**src/rtl/core/hcc_pkg.sv**
```systemverilog
// ----------------------------------------------------------------------------
// hcc_pkg
// Shared widths, register indexes, reset values and the configuration bundle
// of the heat/cool hysteresis controller.
// ----------------------------------------------------------------------------
`default_nettype none

package hcc_pkg;

  localparam int TEMP_W     = 15;
  localparam int TEMP_EXT_W = TEMP_W + 2;
  localparam int HYST_W     = 11;
  localparam int LOCK_W     = 16;
  localparam int MS_W       = 10;
  localparam int LOCK_MS_W  = LOCK_W + MS_W;
  localparam int TIME_W     = 32;
  localparam int DATA_W     = 32;
  localparam int ADDR_W     = 3;

  localparam logic [LOCK_MS_W-1:0] MS_PER_SEC = LOCK_MS_W'(1000);

  localparam logic [HYST_W-1:0]    HYST_RST    = HYST_W'(50);
  localparam logic [LOCK_W-1:0]    LOCK_RST    = LOCK_W'(180);
  localparam logic [LOCK_MS_W-1:0] LOCK_MS_RST = LOCK_MS_W'(180000);

  typedef enum logic [0:0] {
    REG_HYST = 1'b0,
    REG_LOCK = 1'b1
  } reg_idx_t;

  typedef struct packed {
    logic [HYST_W-1:0]    hyst;
    logic [LOCK_MS_W-1:0] lockout_ms;
  } hcc_cfg_t;

endpackage

`default_nettype wire

```
**src/rtl/core/heat_cool_hysteresis_control.sv**
```systemverilog
// ----------------------------------------------------------------------------
// heat_cool_hysteresis_control
// Bang-bang heater/cooler control with hysteresis and a cooler restart lockout.
// ----------------------------------------------------------------------------
// Takes one control sample per clock. A sample is captured in an input
// register, the relay decision and lockout compare are made from it and the
// held relay states combinationally, and the result is registered in an
// output register when the sample steps. The only feedback is the relay
// state and last cooler off time, both updated with the output register,
// so the sustained rate is one sample per clock while the output side takes
// results. The cooler lockout also runs from timestamp zero after reset.
`default_nettype none

module heat_cool_hysteresis_control (
  input  wire logic                       clk,
  input  wire logic                       rst,
  input  wire logic                       psel,
  input  wire logic                       penable,
  input  wire logic                       pwrite,
  input  wire logic [hcc_pkg::ADDR_W-1:0] paddr,
  input  wire logic [hcc_pkg::DATA_W-1:0] pwdata,
  output logic      [hcc_pkg::DATA_W-1:0] prdata,
  output logic                            pready,
  input  wire logic                       in_valid,
  output logic                            in_stall,
  input  wire logic [hcc_pkg::TEMP_W-1:0] measured_temp,
  input  wire logic [hcc_pkg::TEMP_W-1:0] target_temp,
  input  wire logic                       heater_allowed,
  input  wire logic                       cooler_allowed,
  input  wire logic [hcc_pkg::TIME_W-1:0] now_ms,
  output logic                            out_valid,
  input  wire logic                       out_stall,
  output logic                            heater_on,
  output logic                            cooler_on,
  output logic                            cooler_locked
);
  import hcc_pkg::*;

  hcc_cfg_t cfg;

  hcc_regs u_regs (
    .clk     (clk),
    .rst     (rst),
    .psel    (psel),
    .penable (penable),
    .pwrite  (pwrite),
    .paddr   (paddr),
    .pwdata  (pwdata),
    .prdata  (prdata),
    .pready  (pready),
    .cfg     (cfg)
  );

  // input register
  logic              s1_valid;
  logic [TEMP_W-1:0] s1_meas;
  logic [TEMP_W-1:0] s1_targ;
  logic              s1_heat_ok;
  logic              s1_cool_ok;
  logic [TIME_W-1:0] s1_now;

  // relay state
  logic              heater_state;
  logic              cooler_state;
  logic [TIME_W-1:0] last_off;

  logic advance;
  logic in_xfer;
  logic step;

  assign advance  = !out_valid || !out_stall;
  assign in_stall = s1_valid && !advance;
  assign in_xfer  = in_valid && !in_stall;
  assign step     = s1_valid && advance;

  always_ff @(posedge clk) begin
    if (rst) begin
      s1_valid <= 1'b0;
    end else if (!in_stall) begin
      s1_valid <= in_valid;
    end
  end

  always_ff @(posedge clk) begin
    if (in_xfer) begin
      s1_meas    <= measured_temp;
      s1_targ    <= target_temp;
      s1_heat_ok <= heater_allowed;
      s1_cool_ok <= cooler_allowed;
      s1_now     <= now_ms;
    end
  end

  // decision
  logic signed [TEMP_EXT_W-1:0] meas;
  logic signed [TEMP_EXT_W-1:0] targ;
  logic signed [TEMP_EXT_W-1:0] hyst;
  logic signed [TEMP_EXT_W-1:0] targ_lo;
  logic signed [TEMP_EXT_W-1:0] targ_hi;
  logic [TIME_W-1:0]            elapsed;
  logic                         locked;
  logic                         heater_next;
  logic                         cooler_next;
  logic                         cooler_off_now;

  always_comb begin
    meas    = $signed({{2{s1_meas[TEMP_W-1]}}, s1_meas});
    targ    = $signed({{2{s1_targ[TEMP_W-1]}}, s1_targ});
    hyst    = $signed({{(TEMP_EXT_W-HYST_W){1'b0}}, cfg.hyst});
    targ_lo = targ - hyst;
    targ_hi = targ + hyst;
    elapsed = s1_now - last_off;
    locked  = elapsed < {{(TIME_W-LOCK_MS_W){1'b0}}, cfg.lockout_ms};

    heater_next = heater_state;
    if (s1_heat_ok && !cooler_state) begin
      if (!heater_state && (meas <= targ_lo)) begin
        heater_next = 1'b1;
      end else if (heater_state && (meas >= targ)) begin
        heater_next = 1'b0;
      end
    end else if (!s1_heat_ok) begin
      heater_next = 1'b0;
    end

    cooler_next    = cooler_state;
    cooler_off_now = 1'b0;
    if (s1_cool_ok && !heater_state && !locked) begin
      if (!cooler_state && (meas >= targ_hi)) begin
        cooler_next = 1'b1;
      end else if (cooler_state && (meas <= targ)) begin
        cooler_next    = 1'b0;
        cooler_off_now = 1'b1;
      end
    end else if (!s1_cool_ok && cooler_state) begin
      cooler_next    = 1'b0;
      cooler_off_now = 1'b1;
    end
  end

  always_ff @(posedge clk) begin
    if (rst) begin
      heater_state <= 1'b0;
      cooler_state <= 1'b0;
      last_off     <= '0;
    end else if (step) begin
      heater_state <= heater_next;
      cooler_state <= cooler_next;
      if (cooler_off_now) begin
        last_off <= s1_now;
      end
    end
  end

  // result register
  always_ff @(posedge clk) begin
    if (rst) begin
      out_valid <= 1'b0;
    end else if (advance) begin
      out_valid <= s1_valid;
    end
  end

  always_ff @(posedge clk) begin
    if (step) begin
      heater_on     <= heater_next;
      cooler_on     <= cooler_next;
      cooler_locked <= locked;
    end
  end

  // relay state only moves on a sample step
  assert property (@(posedge clk) disable iff (rst)
    !$past(rst) && !$past(step) |-> $stable(heater_state) && $stable(cooler_state))
    else $error("relay state changed without a sample step");

  // a stepped sample always reaches the result register
  assert property (@(posedge clk) disable iff (rst)
    step |=> out_valid)
    else $error("stepped sample did not produce a result");

  // cooler never starts while locked out
  assert property (@(posedge clk) disable iff (rst)
    step && locked && !cooler_state |=> !cooler_state)
    else $error("cooler started during lockout");

  // off time is recorded whenever the cooler switches off
  assert property (@(posedge clk) disable iff (rst)
    step && cooler_state && !cooler_next |=> last_off == $past(s1_now))
    else $error("cooler off time not recorded");

  // result register holds the relay state it reports
  assert property (@(posedge clk) disable iff (rst)
    step |=> heater_on == heater_state && cooler_on == cooler_state)
    else $error("result does not match relay state");

endmodule

`default_nettype wire

```
**src/rtl/core/hcc_regs.sv**
```systemverilog
// ----------------------------------------------------------------------------
// hcc_regs
// Configuration register file on an APB-style port. Keeps the lockout in
// seconds for readback and also in milliseconds for the lockout compare.
// ----------------------------------------------------------------------------
`default_nettype none

module hcc_regs (
  input  wire logic                       clk,
  input  wire logic                       rst,
  input  wire logic                       psel,
  input  wire logic                       penable,
  input  wire logic                       pwrite,
  input  wire logic [hcc_pkg::ADDR_W-1:0] paddr,
  input  wire logic [hcc_pkg::DATA_W-1:0] pwdata,
  output logic      [hcc_pkg::DATA_W-1:0] prdata,
  output logic                            pready,
  output hcc_pkg::hcc_cfg_t               cfg
);
  import hcc_pkg::*;

  logic [HYST_W-1:0]    hyst;
  logic [LOCK_W-1:0]    lockout_sec;
  logic [LOCK_MS_W-1:0] lockout_ms;
  logic                 wr_en;
  reg_idx_t             idx;

  assign idx    = reg_idx_t'(paddr[2]);
  assign wr_en  = psel && penable && pwrite;
  assign pready = 1'b1;

  always_ff @(posedge clk) begin
    if (rst) begin
      hyst        <= HYST_RST;
      lockout_sec <= LOCK_RST;
      lockout_ms  <= LOCK_MS_RST;
    end else if (wr_en) begin
      case (idx)
        REG_HYST: hyst <= pwdata[HYST_W-1:0];
        REG_LOCK: begin
          lockout_sec <= pwdata[LOCK_W-1:0];
          lockout_ms  <= {{MS_W{1'b0}}, pwdata[LOCK_W-1:0]} * MS_PER_SEC;
        end
        default: ;
      endcase
    end
  end

  always_comb begin
    case (idx)
      REG_HYST: prdata = {{(DATA_W-HYST_W){1'b0}}, hyst};
      REG_LOCK: prdata = {{(DATA_W-LOCK_W){1'b0}}, lockout_sec};
      default:  prdata = '0;
    endcase
  end

  assign cfg.hyst       = hyst;
  assign cfg.lockout_ms = lockout_ms;

endmodule

`default_nettype wire
```
**config.mk**
```make
export PLATFORM = sky130hd
export DESIGN_NAME = heat_cool_hysteresis_control
export DESIGN_NICKNAME = d
export VERILOG_FILES = /design/src/rtl/core/hcc_pkg.sv /design/src/rtl/core/heat_cool_hysteresis_control.sv /design/src/rtl/core/hcc_regs.sv
export SDC_FILE = /design/constraint.sdc
export NUM_CORES = 1
export LEC_CHECK = 0
export ABC_AREA = 0
export BUFFER_PORTS_ARGS = -buffer_cell sky130_fd_sc_hd__buf_4
export CAP_MARGIN = 30
export CORE_ASPECT_RATIO = 0.5
export CORE_UTILIZATION = 24
export DETAILED_ROUTE_END_ITERATION = 10
export SLEW_MARGIN = 30
export SYNTH_ARGS = -nofsm -noshare
export SYNTH_HDL_FRONTEND = slang
export SYNTH_SLANG_ARGS = --single-unit
```
**constraint.sdc**
```tcl
create_clock -name clk -period 9.6 [get_ports clk]
set_input_delay 2.4 -clock clk [delete_from_list [all_inputs] [get_ports clk]]
set_output_delay 2.4 -clock clk [all_outputs]
set_load 0.03 [all_outputs]
```
# Word-level counts from Yosys, hierarchy flattened

Index checks and enable logic that the tools add are counted.

Bits in registers: 153
Latch bits: 0
RAM bits: 0
Memory bits (read-only): 0
Input port bits: 106
Word-level logic and storage cells: 64
Memories: 0

Add/subtract/negate cells: 3
Multiply operators: 1
Divide/modulo/power cells: 0
Order comparisons: 5
Equal/unequal tests: 0
Shifts and indexed selects: 0
Muxes and demuxes: 13
Bitwise logic cells: 1
Reductions and logical operators: 25

Operators by type and width:

| kind                                                | number |
|---|---|
| one-hot mux 32 bit (2 select lines)                 | 1 |
| < comparator 32 x 26 -> 1 bit                       | 1 |
| subtractor 32 bit                                   | 1 |
| multiplier 16 x 7 -> 23 bit (second input constant) | 1 |
| adder 15 x 12 -> 16 bit                             | 1 |
| greater-or-equal comparator 15 x 16 -> 1 bit        | 1 |
| less-or-equal comparator 15 x 16 -> 1 bit           | 1 |
| subtractor 15 x 12 -> 16 bit                        | 1 |
| greater-or-equal comparator 15 bit                  | 1 |
| less-or-equal comparator 15 bit                     | 1 |
| logical AND 1 bit                                   | 13 |
| two-way mux 1 bit                                   | 12 |
| zero test 1 bit                                     | 8 |
| AND reduction 2 bit                                 | 3 |
| logical OR 1 bit                                    | 1 |
| NOT 1 bit                                           | 1 |

# Depth between registers and ports, before layout

Depth in word-level cells: 6
Mapped depth: 24
Mapped depth without buffers: 23

# Hierarchy

A second synthesis with hierarchy kept.

Cells, all modules: 1,477
Area total of the unflattened synthesis: 13,389.1 um2

By module, submodules not included:

| module                       | instances | cells an instance | area an instance (um2) |
|---|---|---|---|
| heat_cool_hysteresis_control | 1         | 926               | 8,500.7 |
| hcc_regs                     | 1         | 551               | 4,888.4 |

# Worst setup path after synthesis

OpenSTA, ideal clock, no wires.

Path kind: input -> register
Start point: input pwdata[6] in the netlist's numbering
End point: register u_regs.lockout_ms[24]
Library setup time: 0.132 ns
Data arrival time: 6.651 ns
Setup slack: 2.816 ns
Cell stages on the path: 18
Path buffers: 0
Path through: inv_1 -> fa_1 -> fa_1 -> inv_1 -> fa_1 -> inv_1 -> fa_1 -> inv_1 -> ha_1 -> a21o_1 -> a21o_1 -> a21oi_1 -> o21ai_0 -> a211oi_1 -> nor3_1 -> or4_1 -> nand3_1 -> a21oi_1

Word-level cells in the longest chain between the ends: 1

RTL lines:

| what                        | RTL line                           | RTL |
|---|---|---|
| from (decl)                 | heat_cool_hysteresis_control.sv:21 | `input wire logic [hcc_pkg::DATA_W-1:0] pwdata,` |
| multiplier 16 x 7 -> 23 bit | hcc_regs.sv:42                     | `lockout_ms <= {{MS_W{1'b0}}, pwdata[LOCK_W-1:0]} * MS_PER_SEC;` |
| to (signal assigned)        | hcc_regs.sv:42                     |  |
| to (decl)                   | hcc_regs.sv:24                     | `logic [LOCK_MS_W-1:0] lockout_ms;` |

Every way passes these cells.
A chain may end at the register's enable or synchronous reset.

# Final worst setup path

Start point: input pwdata[5] in the netlist's numbering
End point: register u_regs.lockout_ms[24]

The elaborated chain is that of the path after synthesis.

==> parameters.txt <==
Parameter                              Value

Final layout
  Layout Nets ... 1805
  Share of layout cells above drive strength 1 ... 10.8%
  Post-route design area ... 0.0145 mm2
  Area added between synthesis and finish ... 16.7%
  Register area ... 0.00369 mm2
  Filler cell count ... 5415
  Antenna diodes ... 0
  Multi-input logic area ... 0.00774 mm2
  Number of non-filler instances in the completed layout ... 2172

STA
  Min Tclk post-route ... 6.85 ns
  Setup repair after global routing missed its margin ... false
  Tightest slew margin relative to the limit ... 39.5%
  Fraction of the cycle the final worst path needs ... 71.4%
  Slew at the pin closest to its max-slew limit ... 0.907 ns
  Hold violation count in the final report ... 0
  Final Max Slew Viols ... 0
  Clock tree skew after final layout ... 0.0144 ns
  Setup TNS ... 0 ns
  FMAX ... 146 MHz
  Final setup violation count ... 0

Clock network
  Clock input transition at the sequential cells of the worst setup and hold paths ... 0.07 ns
  Largest buffer count on any clock path ... 2
  Number of sinks handled by clock tree synthesis ... 151
  TritonCTS Buffers ... 17
  Clock tree from TritonCTS ... built
  Post-CTS Setup Inserts ... 0
  H-tree levels ... 4
  Clock root buffer master ... sky130_fd_sc_hd__clkbuf_16
  Later-pin clock latency in the skew report ... 0.44 ns
  Hold bufs inserted after CTS ... 0
  Resize count post-CTS ... 0

Run status
  Run status ... complete, no violations

Routing
  Drt initial violations ... 395
  Total via count in the routed design ... 9498
  Routed wire per std cell ... 13.1 um
  Detailed-route wire length ... 28.6 mm
  Met1 WL ... 12.6 mm
  Count of antenna-violating nets left after detailed routing ... 0
  First-pass iteration count of the detailed router ... 6
  Uppermost layer routed ... met4
  Routed wl met3 ... 586 um
  DRC violations left ... 0
  Vias per cell ... 4.37
  Amount of wire on met2 after detailed routing ... 14.7 mm

Synth
  Post-synthesis compound-gate area fraction ... 15.1%
  Area share of the leading cell type in the synthesized netlist ... 17.6%
  Netlist area before placement ... 0.0124 mm2
  Post-Synth Simple-Gate Area ... 12.7%
  Proportion of register bits with asynchronous set or reset after synthesis ... 0%
  Top flip-flop cell by instance count after synthesis ... sky130_fd_sc_hd__dfxtp_1
  Cell types with the largest area share after synthesis ... sky130_fd_sc_hd__ha_1 18%, sky130_fd_sc_hd__edfxtp_1 16%, sky130_fd_sc_hd__dfxtp_1 14%
  Post-synthesis average cell area ... 9.02 um2
  Fraction of the mapped netlist area in adder cells ... 26.6%
  Multiplexer share of the synthesized area ... 2.83%
  Number of warning messages in the yosys log ... 0
  Dominant combinational cell family by area after synthesis ... adder cells
  Share of synthesized area occupied by flip-flops and latches ... 29.8%
  Post-Syn Instances ... 1375
  Unique cell type count in the Yosys netlist ... 64
  Post-synthesis share of cell area spent on xor and xnor gates ... 4.59%
  Number of synthesized flops with an enable pin ... 67
  Yosys top cell by area ... sky130_fd_sc_hd__ha_1
  Register bit total from synthesis ... 151

Setup path
  Cell Chain, Critical Path ... buf_4 > inv_1 > fa_1 > fa_1 > inv_1 > fa_1 > inv_1 > fa_1 > inv_1 > ha_1 > a21o_1 > a21o_1 > a21oi_1 > o21ai_0 > a211oi_1 > nor3_1 > or4_1 > nand3_1 > a21oi_1
  Buffer and inverter count on the worst path ... 5
  Critical path class ... in -> reg
  Type of element capturing the critical path ... flop
  Delay of the slowest cell on the worst path ... 0.52 ns
  Kind of launch point of the worst setup path ... input port
  Largest fanout on the critical path ... 5
  Critical-path cell with the highest stage delay ... sky130_fd_sc_hd__fa_1
  Required time at the worst-slack endpoint ... 9.91 ns
  Category of cells accounting for the largest share of critical-path delay ... adder cells
  CP arrival ... 7.17 ns

Die
  Standard cell core area ... 0.0507 mm2
  Starting density of the core ... 24.5%
  Number of primary I/O pins ... 144
  X dimension of the die ... 323 um
  Die area ... 0.0526 mm2
  Standard-cell row count ... 58
  Die H ... 163 um

Place
  Total half-perimeter wirelength after legalization and detailed placement ... 22.6 mm
  Port Buffers ... 108
  Cell area reported after detailed placement ... 0.0139 mm2
  Final RePlAce weighted congestion ... 0.832
  Cells after DPL ... 2140

GRT
  GR Overflow Total ... 0
  Vias in the first global route ... 9465
  GRT Util Overall ... 11.3%
  Antenna violations before repair ... 0
  Pin count of the biggest net entering global routing ... 83
  First-pass GRT wire length ... 47.3 mm

Worst hold path
  Class of the most critical hold timing path ... reg -> reg

Job
  Max-Cap Viols ... 0

Power and ir drop
  P per Cell Area ... 169 mW/mm2
  Leakage component of the power ... 6.28 nW
  Worst ir drop on vdd ... 92.0 uV
## through the flow
step | hold slack (ns) | total power, mW | utilization [%] | setup WS [ns]
floorplan | 0.432 | 1.56 | - | 2.82
global placement | 0.438 | 1.79 | 27.4 | 2.32
detailed placement | 0.447 | 1.80 | 27.4 | 2.29
CTS | 0.457 | 2.49 | 28.6 | 2.75
global route | 0.468 | 2.67 | 28.6 | 2.44
finish | 0.454 | 2.45 | 28.6 | 2.75
## report_power, final
| part | leakage [nW] | internal, mW | total (mW) | switching (mW) |
|---|---|---|---|---|
| sequential | 1.34 | 0.704 | 0.726 | 0.0222 |
| combinational | 4.66 | 0.463 | 1.05 | 0.584 |
| clock | 0.283 | 0.368 | 0.676 | 0.308 |
## layout by cell type, fill, tap and decap left out, types with 21 or more instances in the layout
cell type / n
sky130_fd_sc_hd__inv_1: 197
sky130_fd_sc_hd__nand2_1: 195
sky130_fd_sc_hd__ha_1: 174
sky130_fd_sc_hd__buf_4: 113
sky130_fd_sc_hd__a21oi_1: 105
sky130_fd_sc_hd__dfxtp_1: 84
sky130_fd_sc_hd__edfxtp_1: 67
sky130_fd_sc_hd__fa_1: 56
sky130_fd_sc_hd__xnor2_1: 49
sky130_fd_sc_hd__nor2_1: 47
sky130_fd_sc_hd__o21ai_0: 47
sky130_fd_sc_hd__a21o_1: 35
sky130_fd_sc_hd__mux2i_1: 34
sky130_fd_sc_hd__nand4_1: 21
## layout make-up
class / instances / area share, %
clock buffer: 17 / 2.94
clock inverter: 15 / 1.13
inverter: 198 / 5.13
timing repair buffer: 113 / 5.86
multi-input combinational: 988 / 53.5
tap: 690 / 5.96
sequential: 151 / 25.5
## sequential cells by signal (all words and copies together), names as in the netlist
name / cells
cooler_locked: 1
cooler_on: 1
cooler_state: 1
heater_on: 1
heater_state: 1
last_off: 32
out_valid: 1
s1_cool_ok: 1
s1_heat_ok: 1
s1_meas: 15
s1_now: 32
s1_targ: 15
s1_valid: 1
u_regs.hyst: 11
u_regs.lockout_ms: 21
u_regs.lockout_sec: 16
## Yosys cell counts (2+ instances only)
| cell | instances |
|---|---|
| sky130_fd_sc_hd__clkbuf_1 | 31 |
| sky130_fd_sc_hd__a211o_1 | 3 |
| sky130_fd_sc_hd__or2_2 | 3 |
| sky130_fd_sc_hd__nor2_1 | 47 |
| sky130_fd_sc_hd__and2_1 | 8 |
| sky130_fd_sc_hd__xnor2_1 | 49 |
| sky130_fd_sc_hd__and4_1 | 6 |
| sky130_fd_sc_hd__a21boi_0 | 6 |
| sky130_fd_sc_hd__fa_1 | 56 |
| sky130_fd_sc_hd__o21ai_0 | 47 |
| sky130_fd_sc_hd__inv_1 | 197 |
| sky130_fd_sc_hd__ha_1 | 174 |
| sky130_fd_sc_hd__o2111ai_1 | 3 |
| sky130_fd_sc_hd__or3_1 | 3 |
| sky130_fd_sc_hd__o31ai_1 | 7 |
| sky130_fd_sc_hd__nand3_1 | 19 |
| sky130_fd_sc_hd__conb_1 | 2 |
| sky130_fd_sc_hd__nor2b_1 | 14 |
| sky130_fd_sc_hd__o211ai_1 | 17 |
| sky130_fd_sc_hd__xor2_1 | 16 |
| sky130_fd_sc_hd__buf_4 | 17 |
| sky130_fd_sc_hd__o21ai_2 | 2 |
| sky130_fd_sc_hd__a221oi_1 | 2 |
| sky130_fd_sc_hd__nand2_1 | 195 |
| sky130_fd_sc_hd__nor4_1 | 2 |
| sky130_fd_sc_hd__and3_1 | 5 |
| sky130_fd_sc_hd__a41o_1 | 2 |
| sky130_fd_sc_hd__a221o_1 | 3 |
| sky130_fd_sc_hd__mux2i_1 | 34 |
| sky130_fd_sc_hd__a21oi_1 | 105 |
| sky130_fd_sc_hd__o21bai_1 | 14 |
| sky130_fd_sc_hd__a31oi_1 | 3 |
| sky130_fd_sc_hd__nor3_1 | 13 |
| sky130_fd_sc_hd__a211oi_1 | 10 |
| sky130_fd_sc_hd__or4_1 | 3 |
| sky130_fd_sc_hd__a21o_1 | 35 |
| sky130_fd_sc_hd__buf_6 | 4 |
| sky130_fd_sc_hd__nand2b_1 | 6 |
| sky130_fd_sc_hd__edfxtp_1 | 67 |
| sky130_fd_sc_hd__o21a_1 | 15 |
| sky130_fd_sc_hd__a311oi_1 | 2 |
| sky130_fd_sc_hd__nand4_1 | 21 |
| sky130_fd_sc_hd__a32oi_1 | 3 |
| sky130_fd_sc_hd__dfxtp_1 | 84 |
## layer usage
| layer | vias to the layer above | GRT usage, % |
|---|---|---|
| met5 | - | 0 |
| met4 | 0 | 4.16 |
| met3 | 40 | 1.52 |
| met2 | 117 | 20.6 |
| met1 | 4493 | 13.3 |
| li1 | 4848 | - |
## path summary, 6_finish.rpt
check | depth (start not counted) | end | startpoint | slack (ns)
max | 19 | u_regs.lockout_ms[24]$_SDFFE_PP0P_ | pwdata[5] | 2.75
min reg2reg | 2 | u_regs.lockout_sec[11]$_SDFFE_PP0P_ | u_regs.lockout_sec[11]$_SDFFE_PP0P_ | 0.45
min | 2 | u_regs.lockout_sec[11]$_SDFFE_PP0P_ | u_regs.lockout_sec[11]$_SDFFE_PP0P_ | 0.45
max reg2reg | 21 | last_off[17]$_SDFFE_PP0P_ | s1_now[2]$_DFFE_PP_ | 4.03
## worst reg2reg max path, delay by kind of cell (launching register included)
family / cells / cell delay [ns]
xor gates and xnor gates: 1 / 0.21
and+or+nand+nor: 2 / 0.45
muxes: 1 / 0.22
adders and majority gates: 2 / 0.65
DFF: 1 / 0.40
buffers and inverters: 1 / 0.29
AOI/OAI and AO/OA: 14 / 3.21
## logic make-up (layout without fill, tap and decap cells)
| kind of cell | after synthesis | count (layout) |
|---|---|---|
| fa+ha+maj | 230 | 230 |
| simple gates | 349 | 349 |
| xor+xnor | 65 | 65 |
| buf+inv | 251 | 343 |
| flops | 151 | 151 |
| mux | 35 | 35 |
| compound gates | 292 | 292 |
| other cells | 2 | 17 |
No activity file was read; power rests on OpenSTA's default activity.
